[src/rtl/pattern_mask_filter_defines.svh]
// ----------------------------------------------------------------------------
// pattern_mask_filter_defines: assertion macros shared by the filter RTL
// Each macro expands to one labeled concurrent assertion on i_clk that is
// switched off while i_rst_n is low.
// ----------------------------------------------------------------------------
`ifndef PATTERN_MASK_FILTER_DEFINES_SVH
`define PATTERN_MASK_FILTER_DEFINES_SVH

// Same-cycle implication: when ante holds, cons must hold at that edge.
`define PMF_ASSERT_NOW(lbl, ante, cons, msg) \
    lbl: assert property (@(posedge i_clk) disable iff (!i_rst_n) \
        (ante) |-> (cons)) else $error(msg);

// Next-cycle implication: when ante holds, cons must hold at the next edge.
`define PMF_ASSERT_NEXT(lbl, ante, cons, msg) \
    lbl: assert property (@(posedge i_clk) disable iff (!i_rst_n) \
        (ante) |=> (cons)) else $error(msg);

`endif

[src/rtl/pmf_pkg.sv]
// ----------------------------------------------------------------------------
// pmf_pkg: shared types and constants of the pattern mask filter
// Register indexes, fixed field widths and the cell control bundle.
// ----------------------------------------------------------------------------
package pmf_pkg;

    // Default window depth in cells
    localparam int MAX_PATTERN_DEF = 32;

    // Configuration port geometry
    localparam int CFG_DATA_W = 64;
    localparam int CFG_IDX_W  = 3;
    localparam int LEN_REG_W  = 6;
    localparam int PAT_WORDS  = 4;
    localparam int PAT_BYTES  = PAT_WORDS * (CFG_DATA_W / 8);

    // Byte that replaces every pattern byte on a match
    localparam logic [7:0] STAR_BYTE = 8'h2A;

    // Configuration register indexes
    typedef enum logic [CFG_IDX_W-1:0] {
        CFG_LEN  = 3'd0,
        CFG_PAT0 = 3'd1,
        CFG_PAT1 = 3'd2,
        CFG_PAT2 = 3'd3,
        CFG_PAT3 = 3'd4
    } t_cfg_idx;

    // Control from the sequencer to every cell of the window
    typedef struct packed {
        logic insert;   // write the accepted byte into the cell at the fill count
        logic shift;    // move every byte one cell toward the head
    } t_cell_ctl;

endpackage

[src/rtl/pmf_cfg.sv]
// ----------------------------------------------------------------------------
// pmf_cfg: configuration registers of the pattern mask filter
// Holds the pattern length and pattern words, and derives the effective
// length (zero taken as one, large values clipped to the window depth).
// ----------------------------------------------------------------------------
module pmf_cfg
    import pmf_pkg::*;
#(
    parameter int MAX_PATTERN = MAX_PATTERN_DEF,
    localparam int CW = $clog2(MAX_PATTERN + 1)
) (
    input  logic                  i_clk,
    input  logic                  i_rst_n,
    input  logic                  i_cfg_we,
    input  logic [CFG_IDX_W-1:0]  i_cfg_idx,
    input  logic [CFG_DATA_W-1:0] i_cfg_data,
    output logic [CW-1:0]         o_len,
    output logic [7:0]            o_pat [MAX_PATTERN]
);

    logic [LEN_REG_W-1:0]  r_len;
    logic [CFG_DATA_W-1:0] r_pat [PAT_WORDS];
    logic [LEN_REG_W:0]    w_len_ext;

    // Capture register writes; unknown indexes are dropped
    always_ff @(posedge i_clk) begin
        if (!i_rst_n) begin
            r_len <= LEN_REG_W'(1);
            for (int k = 0; k < PAT_WORDS; k++) begin
                r_pat[k] <= '0;
            end
        end else if (i_cfg_we) begin
            case (i_cfg_idx)
                CFG_LEN:  r_len    <= i_cfg_data[LEN_REG_W-1:0];
                CFG_PAT0: r_pat[0] <= i_cfg_data;
                CFG_PAT1: r_pat[1] <= i_cfg_data;
                CFG_PAT2: r_pat[2] <= i_cfg_data;
                CFG_PAT3: r_pat[3] <= i_cfg_data;
                default:  ;
            endcase
        end
    end

    // Clamp the length into 1..MAX_PATTERN
    assign w_len_ext = {1'b0, r_len};

    always_comb begin
        if (r_len == '0) begin
            o_len = CW'(1);
        end else if (w_len_ext > (LEN_REG_W + 1)'(MAX_PATTERN)) begin
            o_len = CW'(MAX_PATTERN);
        end else begin
            o_len = CW'(w_len_ext);
        end
    end

    // Spread the pattern words into one byte per cell; bytes past the words read zero
    for (genvar g = 0; g < MAX_PATTERN; g++) begin : g_pat
        if (g < PAT_BYTES) begin : g_word
            assign o_pat[g] = r_pat[g / 8][8 * (g % 8) +: 8];
        end else begin : g_zero
            assign o_pat[g] = '0;
        end
    end

endmodule

[src/rtl/pmf_cell.sv]
// ----------------------------------------------------------------------------
// pmf_cell: one byte cell of the pending window
// Holds one pending byte, takes the accepted byte when the fill count points
// here, compares against its pattern byte and hands its byte to the neighbor
// toward the head on a shift.
// ----------------------------------------------------------------------------
module pmf_cell
    import pmf_pkg::*;
#(
    parameter int MAX_PATTERN = MAX_PATTERN_DEF,
    parameter int IDX         = 0,
    localparam int CW = $clog2(MAX_PATTERN + 1)
) (
    input  logic          i_clk,
    input  t_cell_ctl     i_ctl,
    input  logic [CW-1:0] i_count,
    input  logic [CW-1:0] i_len,
    input  logic [7:0]    i_text_byte,
    input  logic [7:0]    i_pat_byte,
    input  logic [7:0]    i_right_byte,
    output logic [7:0]    o_eff_byte,
    output logic          o_match_ok
);

    logic [7:0] r_byte;
    logic [7:0] n_byte;
    logic       w_here;

    // Current content, with the accepted byte already placed at the fill count
    assign w_here     = i_ctl.insert && (i_count == CW'(IDX));
    assign o_eff_byte = w_here ? i_text_byte : r_byte;

    // Cells past the pattern length never veto a match
    assign o_match_ok = (CW'(IDX) >= i_len) || (o_eff_byte == i_pat_byte);

    // Advance from the right neighbor or keep the current content
    assign n_byte = i_ctl.shift ? i_right_byte : o_eff_byte;

    always_ff @(posedge i_clk) begin
        r_byte <= n_byte;
    end

endmodule

[src/rtl/pmf_seq.sv]
// ----------------------------------------------------------------------------
// pmf_seq: window sequencer and output register
// Tracks the fill count, star run and final flag, steers the cell row and
// produces at most one result per step into the output register.
// ----------------------------------------------------------------------------
module pmf_seq
    import pmf_pkg::*;
#(
    parameter int MAX_PATTERN = MAX_PATTERN_DEF,
    localparam int CW = $clog2(MAX_PATTERN + 1)
) (
    input  logic          i_clk,
    input  logic          i_rst_n,
    input  logic          i_in_valid,
    output logic          o_in_ready,
    input  logic          i_final_byte,
    input  logic          i_out_ready,
    output logic          o_out_valid,
    output logic [7:0]    o_out_byte,
    output logic          o_run_end,
    output logic          o_text_end,
    input  logic [CW-1:0] i_len,
    input  logic [7:0]    i_head_byte,
    input  logic          i_match,
    output t_cell_ctl     o_ctl,
    output logic [CW-1:0] o_count
);

    typedef enum logic [1:0] {
        ST_IDLE = 2'b01,
        ST_BUSY = 2'b10
    } t_state;

    t_state        r_state, n_state;
    logic [CW-1:0] r_count, n_count;
    logic [CW-1:0] r_stars, n_stars;
    logic          r_fin, n_fin;
    logic          r_out_valid;
    logic [7:0]    r_out_byte, n_out_byte;
    logic          r_run_end, n_run_end;
    logic          r_text_end, n_text_end;

    logic          w_slot_free;
    logic          w_accept;
    logic          w_step;
    logic          w_emit;
    logic          w_last;
    logic          w_shift;
    logic [CW-1:0] w_cnt_eff;
    logic          w_fin_eff;

    // Take an item while idle and the output slot is empty or draining
    assign w_slot_free = !r_out_valid || i_out_ready;
    assign o_in_ready  = (r_state == ST_IDLE) && w_slot_free;
    assign w_accept    = i_in_valid && o_in_ready;
    assign w_step      = w_accept || ((r_state == ST_BUSY) && w_slot_free);

    // Window view seen by this step: the accepted byte counts as pending
    assign w_cnt_eff = w_accept ? r_count + CW'(1) : r_count;
    assign w_fin_eff = w_accept ? i_final_byte : r_fin;

    // Decide the result, if any, of this step
    always_comb begin
        w_emit     = 1'b0;
        w_last     = 1'b0;
        w_shift    = 1'b0;
        n_count    = w_cnt_eff;
        n_stars    = r_stars;
        n_out_byte = i_head_byte;
        if (r_stars != '0) begin
            // Continue a star run; the window is already empty
            w_emit     = 1'b1;
            w_last     = (r_stars == CW'(1));
            n_stars    = r_stars - CW'(1);
            n_out_byte = STAR_BYTE;
        end else if (w_cnt_eff > i_len) begin
            // Length was shortened: drop the oldest byte unchanged
            w_emit  = 1'b1;
            w_shift = 1'b1;
            n_count = w_cnt_eff - CW'(1);
        end else if (w_cnt_eff == i_len) begin
            if (i_match) begin
                w_emit     = 1'b1;
                w_last     = (i_len == CW'(1));
                n_stars    = i_len - CW'(1);
                n_count    = '0;
                n_out_byte = STAR_BYTE;
            end else begin
                w_emit  = 1'b1;
                w_shift = 1'b1;
                w_last  = !w_fin_eff || (w_cnt_eff == CW'(1));
                n_count = w_cnt_eff - CW'(1);
            end
        end else if (w_fin_eff && (w_cnt_eff != '0)) begin
            // Flush the window at the end of the text
            w_emit  = 1'b1;
            w_shift = 1'b1;
            w_last  = (w_cnt_eff == CW'(1));
            n_count = w_cnt_eff - CW'(1);
        end
    end

    // Next control state
    always_comb begin
        n_state    = r_state;
        n_fin      = r_fin;
        n_run_end  = w_last;
        n_text_end = w_last && w_fin_eff;
        if (w_accept) begin
            n_fin = i_final_byte;
        end
        if (w_step) begin
            if (w_emit && !w_last) begin
                n_state = ST_BUSY;
            end else begin
                n_state = ST_IDLE;
            end
        end
    end

    assign o_ctl.insert = w_accept;
    assign o_ctl.shift  = w_step && w_shift;
    assign o_count      = r_count;

    // Hold control state; advance on a step
    always_ff @(posedge i_clk) begin
        if (!i_rst_n) begin
            r_state     <= ST_IDLE;
            r_count     <= '0;
            r_stars     <= '0;
            r_fin       <= 1'b0;
            r_out_valid <= 1'b0;
        end else begin
            if (w_step) begin
                r_state <= n_state;
                r_count <= n_count;
                r_stars <= n_stars;
                r_fin   <= n_fin;
            end
            if (w_step && w_emit) begin
                r_out_valid <= 1'b1;
            end else if (i_out_ready) begin
                r_out_valid <= 1'b0;
            end
        end
    end

    // Load the output register with the new result
    always_ff @(posedge i_clk) begin
        if (w_step && w_emit) begin
            r_out_byte <= n_out_byte;
            r_run_end  <= n_run_end;
            r_text_end <= n_text_end;
        end
    end

    assign o_out_valid = r_out_valid;
    assign o_out_byte  = r_out_byte;
    assign o_run_end   = r_run_end;
    assign o_text_end  = r_text_end;

`include "pattern_mask_filter_defines.svh"

    `PMF_ASSERT_NOW(a_count_in_range, 1'b1, r_count < CW'(MAX_PATTERN), "fill count overflow")
    `PMF_ASSERT_NOW(a_stars_empty_win, r_stars != '0, r_count == '0, "star run with pending bytes")
    `PMF_ASSERT_NOW(a_text_end_runs, o_out_valid && o_text_end, o_run_end, "text end without run end")
    `PMF_ASSERT_NEXT(a_flush_empties, w_step && w_emit && w_last && w_fin_eff, r_count == '0 && r_stars == '0, "window not empty after text end")

endmodule

[src/rtl/pattern_mask_filter.sv]
// ----------------------------------------------------------------------------
// pattern_mask_filter: streaming pattern masker
// Replaces every greedy, non-overlapping occurrence of the configured pattern
// in a byte stream by as many asterisks, using a row of byte cells.
//
//   channel   direction  signals
//   in        sink       i_in_valid, o_in_ready, i_text_byte, i_final_byte
//   out       source     o_out_valid, i_out_ready, o_out_byte, o_run_end, o_text_end
//   cfg       sink       i_cfg_we, i_cfg_idx, i_cfg_data (write only)
//
// An item that yields zero or one result leaves the sequencer idle; an item that
// yields several results holds o_in_ready low until its last result is loaded into
// the output register, one result per cycle while the output is not stalled.
// There is no clearing pass.
// Reset is synchronous and active low; it empties the window and output.
// A stalled output holds the register and, with it, the whole row.
// ----------------------------------------------------------------------------
module pattern_mask_filter
    import pmf_pkg::*;
#(
    parameter int MAX_PATTERN = MAX_PATTERN_DEF
) (
    input  logic                  i_clk,
    input  logic                  i_rst_n,
    input  logic                  i_in_valid,
    output logic                  o_in_ready,
    input  logic [7:0]            i_text_byte,
    input  logic                  i_final_byte,
    output logic                  o_out_valid,
    input  logic                  i_out_ready,
    output logic [7:0]            o_out_byte,
    output logic                  o_run_end,
    output logic                  o_text_end,
    input  logic                  i_cfg_we,
    input  logic [CFG_IDX_W-1:0]  i_cfg_idx,
    input  logic [CFG_DATA_W-1:0] i_cfg_data
);

    localparam int CW = $clog2(MAX_PATTERN + 1);

    logic [CW-1:0]          w_len;
    logic [7:0]             w_pat [MAX_PATTERN];
    logic [7:0]             w_eff [MAX_PATTERN];
    logic [MAX_PATTERN-1:0] w_ok;
    logic                   w_match;
    t_cell_ctl              w_ctl;
    logic [CW-1:0]          w_count;

    pmf_cfg #(
        .MAX_PATTERN (MAX_PATTERN)
    ) u_cfg (
        .i_clk      (i_clk),
        .i_rst_n    (i_rst_n),
        .i_cfg_we   (i_cfg_we),
        .i_cfg_idx  (i_cfg_idx),
        .i_cfg_data (i_cfg_data),
        .o_len      (w_len),
        .o_pat      (w_pat)
    );

    // Row of cells, head at index zero
    for (genvar g = 0; g < MAX_PATTERN; g++) begin : g_cell
        logic [7:0] w_right;
        if (g == MAX_PATTERN - 1) begin : g_tail
            assign w_right = '0;
        end else begin : g_mid
            assign w_right = w_eff[g + 1];
        end

        pmf_cell #(
            .MAX_PATTERN (MAX_PATTERN),
            .IDX         (g)
        ) u_cell (
            .i_clk        (i_clk),
            .i_ctl        (w_ctl),
            .i_count      (w_count),
            .i_len        (w_len),
            .i_text_byte  (i_text_byte),
            .i_pat_byte   (w_pat[g]),
            .i_right_byte (w_right),
            .o_eff_byte   (w_eff[g]),
            .o_match_ok   (w_ok[g])
        );
    end

    // Match when every cell inside the pattern length agrees
    assign w_match = &w_ok;

    pmf_seq #(
        .MAX_PATTERN (MAX_PATTERN)
    ) u_seq (
        .i_clk        (i_clk),
        .i_rst_n      (i_rst_n),
        .i_in_valid   (i_in_valid),
        .o_in_ready   (o_in_ready),
        .i_final_byte (i_final_byte),
        .i_out_ready  (i_out_ready),
        .o_out_valid  (o_out_valid),
        .o_out_byte   (o_out_byte),
        .o_run_end    (o_run_end),
        .o_text_end   (o_text_end),
        .i_len        (w_len),
        .i_head_byte  (w_eff[0]),
        .i_match      (w_match),
        .o_ctl        (w_ctl),
        .o_count      (w_count)
    );

endmodule
[config.mk]
export PLATFORM = sky130hd
export DESIGN_NAME = pattern_mask_filter
export DESIGN_NICKNAME = d
export VERILOG_FILES = /design/src/rtl/pmf_pkg.sv /design/src/rtl/pmf_cfg.sv /design/src/rtl/pmf_cell.sv /design/src/rtl/pmf_seq.sv /design/src/rtl/pattern_mask_filter.sv
export VERILOG_INCLUDE_DIRS = /design/src /design/src/rtl
export SDC_FILE = /design/constraint.sdc
export NUM_CORES = 1
export LEC_CHECK = 0
export ABC_CLOCK_PERIOD_IN_PS = 14500
export BUFFER_PORTS_ARGS = -buffer_cell sky130_fd_sc_hd__buf_2
export CORE_ASPECT_RATIO = 1.75
export CORE_MARGIN = 1.5
export CORE_UTILIZATION = 65
export CTS_CLUSTER_DIAMETER = 120
export CTS_CLUSTER_SIZE = 25
export DETAILED_ROUTE_END_ITERATION = 6
export PLACE_DENSITY_LB_ADDON = 0.25
export SYNTH_ARGS = -nofsm -noshare
export SYNTH_HDL_FRONTEND = slang
export SYNTH_SLANG_ARGS = --single-unit
[constraint.sdc]
create_clock -name i_clk -period 14.5 [get_ports i_clk]
set_input_delay 0.725 -clock i_clk [delete_from_list [all_inputs] [get_ports i_clk]]
set_output_delay 0.725 -clock i_clk [all_outputs]
set_load 0.01 [all_outputs]
==> impl_metrics.json <==
{
  "status": "completed",
  "syn-cell-area_um2": 31880,
  "reg2reg_from": "u_cfg.r_len[1]$_SDFFE_PN0P_",
  "drc": 0,
  "fin_crit_sh_pct": 49.46,
  "critical_path_class": "reg2reg",
  "place_ws_ns": 7.513,
  "hpwl_mm": 80.02,
  "ant_nets": 0,
  "antenna_found_initial": 4,
  "hold_path.startpoint": "i_cfg_data[3]",
  "cts.hold.buffers_added": 0,
  "die_x_um": 170.4,
  "r2r_cells": 17,
  "ys_ff_latch": 544,
  "grt_max_degree": 221,
  "layout.nets": 3507,
  "drtIter0Drc": 3966,
  "slew_headroom_pct": 10.18,
  "start_kind": "register",
  "cts.clk_slew.worst_paths_ns": 0.11,
  "grt-ovfl-total": 0,
  "track_usage_pct": 46.77,
  "cts_sinks": 544,
  "h-tree-depth": 1,
  "min_to": "u_cfg.r_len[3]$_SDFFE_PN0P_",
  "powerDensity_nw_per_um2": 156.8,
  "num_io_pins": 93,
  "post_cts_buffers": 0,
  "synth_ff_type": "dfxtp_1",
  "power.leakage_nw": 12.99,
  "syn_inst": 3498,
  "viasPerCell": 6.935,
  "max_freq_ghz": 0.1394,
  "rows": 107,
  "pwr-share-clk_pct": 16.1,
  "maxCapViolations": 0,
  "path_max_fanout": 95,
  "initial_utilization_pct": 65.60,
  "post_drt_wl_per_cell_um": 28.95,
  "coreArea_um2": 48600,
  "syn_nets": 3598,
  "crit_path_end_kind": "register",
  "grt_first_pass_wirelength_mm": 172.3,
  "cts_resized": 0,
  "final_cell_mix": "and2_1 (468), nand2_1 (329), dfxtp_1 (277)",
  "first_pass_iters": 6,
  "rr_endpoint": "g_cell[15].u_cell.r_byte[2]$_DFF_P_",
  "pwr-share-seq_pct": 41.6,
  "die-area_um2": 50440,
  "hold_slack_ns": 0.4148,
  "yosys_warnings": 0,
  "avgSynthCellArea_um2": 9.114,
  "p_comb_share_pct": 42.3,
  "post_dp_cell_area_um2": 32570,
  "fin_skew_ns": 0.04761,
  "ir_worst_vdd_uv": 311.3,
  "grt_pass1_vias": 27190,
  "final_common_cell": "and2_1",
  "p_sw_share_pct": 42.83,
  "finish.instance_area_um2": 33290,
  "gp_congestion": 1.052,
  "setup_tns_ns": 0,
  "syn_to_final_growth_pct": 4.419,
  "finalHoldViolCount": 0,
  "min_delay_path_depth": 3,
  "async_reset_ff_share_pct": 0,
  "synth-edff-count": 266,
  "max_slew.worst_pin.slew_ns": 1.341,
  "cts_tree": "built",
  "vias": 28320,
  "ff2ff_setup_slack_ns": 7.33,
  "port_buffers": 92,
  "min_period_ns": 7.172,
  "cp.required_ns": 15.02,
  "clk_latency_ns": 0.63,
  "die_y_um": 296.0,
  "power_w": 0.005221,
  "yosysUniqueCellTypes": 79,
  "final_layout_size_suffix_gt1_share_pct": 6.801,
  "fillCellCount": 3889,
  "switchingPower_w": 0.002236,
  "cts_max_path_buffers": 3,
  "wl_mm": 118.2,
  "critPathArrivalTime_ns": 7.70,
  "ys_seq_area_share_pct": 42.51,
  "setup_ws_ns": 7.328,
  "rsz0062_at_grt": "no",
  "setup_viol": 0,
  "final_max_slew_viol_count": 0,
  "p_int_w": 0.002985,
  "hold_class": "in2reg",
  "clockRootBuffer": "clkbuf_16",
  "cts_buffers": 25,
  "crit_path_start": "u_cfg.r_len[1]$_SDFFE_PN0P_"
}
kinds of logic after synthesis:
group | Yosys count | synth area share (%)
flops | 544 | 42.51
simple gates | 1423 | 24.05
buf+inv | 338 | 4.505
xor+xnor | 376 | 10.33
fa+ha+maj | 19 | 0.7457
mux | 48 | 1.519
compound gates | 750 | 16.35
through the flow:
stage	utilization (%)	cells
finish	68.50	4083
detailed placement	67.02	4034
global route	68.49	4081
global placement	67.02	4034
floorplan	-	3498
CTS	68.49	4080
worst max path at each step:
stage | to | slack [ns] | cells after the start
3_5_place_dp | g_cell[29].u_cell.r_byte[0]$_DFF_P_ | 7.51 | 14
2_1_floorplan | u_cfg.r_pat[1][0]$_SDFFCE_PN0P_ | 8.39 | 2
6_report | g_cell[15].u_cell.r_byte[2]$_DFF_P_ | 7.33 | 17
5_1_grt | g_cell[29].u_cell.r_byte[1]$_DFF_P_ | 7.08 | 14
4_1_cts | g_cell[29].u_cell.r_byte[2]$_DFF_P_ | 7.68 | 14
3_3_place_gp | g_cell[29].u_cell.r_byte[2]$_DFF_P_ | 7.55 | 14
metal layers:
metal / global-route usage, % / vias up / share of wire [%]
li1: - / 12340 / -
met1: 53.31 / 13290 / 33
met2: 72.61 / 2070 / 44
met3: 9.729 / 615 / 11
met4: 44.87 / 4 / 12
met5: 0 / - / 0.024
cell type report:
cell class / instances / area [um2] / area share, %
multi-input cells: 2616 / 17010 / 51.08
inverters: 65 / 244.0 / 0.7329
clock inverters: 2 / 17.52 / 0.05262
repair buffers: 155 / 945.9 / 2.841
clock buffers: 44 / 696.9 / 2.093
well taps: 654 / 818.3 / 2.458
diodes: 3 / 7.507 / 0.02255
flip-flops and latches: 544 / 13550 / 40.71
flip-flops by register name (all words and copies together) (netlist names):
register / flops
u_seq.r_fin: 1
u_cfg.r_pat: 256
u_seq.o_text_end: 1
u_seq.r_stars: 6
u_seq.o_out_valid: 1
g_cell.u_cell.r_byte: 256
u_seq.r_state: 2
u_seq.o_count: 6
u_seq.o_out_byte: 8
u_seq.o_run_end: 1
u_cfg.r_len: 6
synthesized netlist by cell type (all sizes together) (4+ instances only):
| library cell | instances | share of area (%) |
|---|---|---|
| edfxtp | 266 | 25 |
| nand2 | 332 | 3.9 |
| and3 | 9 | 0.18 |
| or3 | 12 | 0.24 |
| o211ai | 237 | 5.6 |
| o21ai | 57 | 0.89 |
| a222oi | 10 | 0.31 |
| nand3 | 36 | 0.57 |
| o22ai | 234 | 4.6 |
| or2 | 23 | 0.45 |
| a21oi | 45 | 0.71 |
| a21o | 4 | 0.094 |
| a211oi | 29 | 0.68 |
| o21a | 7 | 0.16 |
| a32o | 4 | 0.13 |
| o2111ai | 7 | 0.19 |
| a22oi | 21 | 0.49 |
| a211o | 5 | 0.14 |
| buf | 99 | 1.7 |
| a2111oi | 15 | 0.41 |
| o41ai | 5 | 0.14 |
| inv | 60 | 0.71 |
| nor3 | 65 | 1.0 |
| o221ai | 10 | 0.27 |
| dfxtp | 278 | 17 |
| clkbuf | 174 | 2.0 |
| o32ai | 4 | 0.11 |
| a31oi | 16 | 0.31 |
| nor2 | 192 | 2.3 |
| ha | 19 | 0.75 |
| xor2 | 189 | 5.2 |
| nor4 | 61 | 1.4 |
| a221oi | 5 | 0.14 |
| and2 | 468 | 9.2 |
| xnor2 | 187 | 5.1 |
| nor2b | 118 | 2.3 |
| nand2b | 18 | 0.35 |
| a41oi | 5 | 0.14 |
| o31ai | 5 | 0.12 |
| clkinv | 5 | 0.059 |
| nand3b | 10 | 0.24 |
| or4 | 7 | 0.16 |
| and4 | 8 | 0.22 |
| mux2i | 45 | 1.4 |
| nand4 | 52 | 1.1 |
power groups by stage:
stage	Sequential [W]	Combinational, W	Clock (W)
finish	0.00217	0.00221	0.000839
floorplan	0.00212	0.00153	0
global placement	0.00219	0.00207	0
CTS	0.00216	0.00212	0.000834
global route	0.00220	0.00234	0.000881
detailed placement	0.00220	0.00210	0
critical path: stages (launching register included):
cell	delay [ns]
dfxtp_1	0.48
or2_2	0.38
nor2_1	0.16
a21oi_1	0.14
nor2_1	0.43
inv_1	0.13
ha_1	0.20
nor2b_1	0.51
and2_1	0.28
a31oi_1	0.24
a41oi_1	0.70
a2111oi_0	0.13
and4b_1	0.28
nand4_1	0.13
buf_4	0.68
buf_4	0.99
o211ai_1	0.84
nand2_1	0.27
Power figures use the tool's default switching activity.
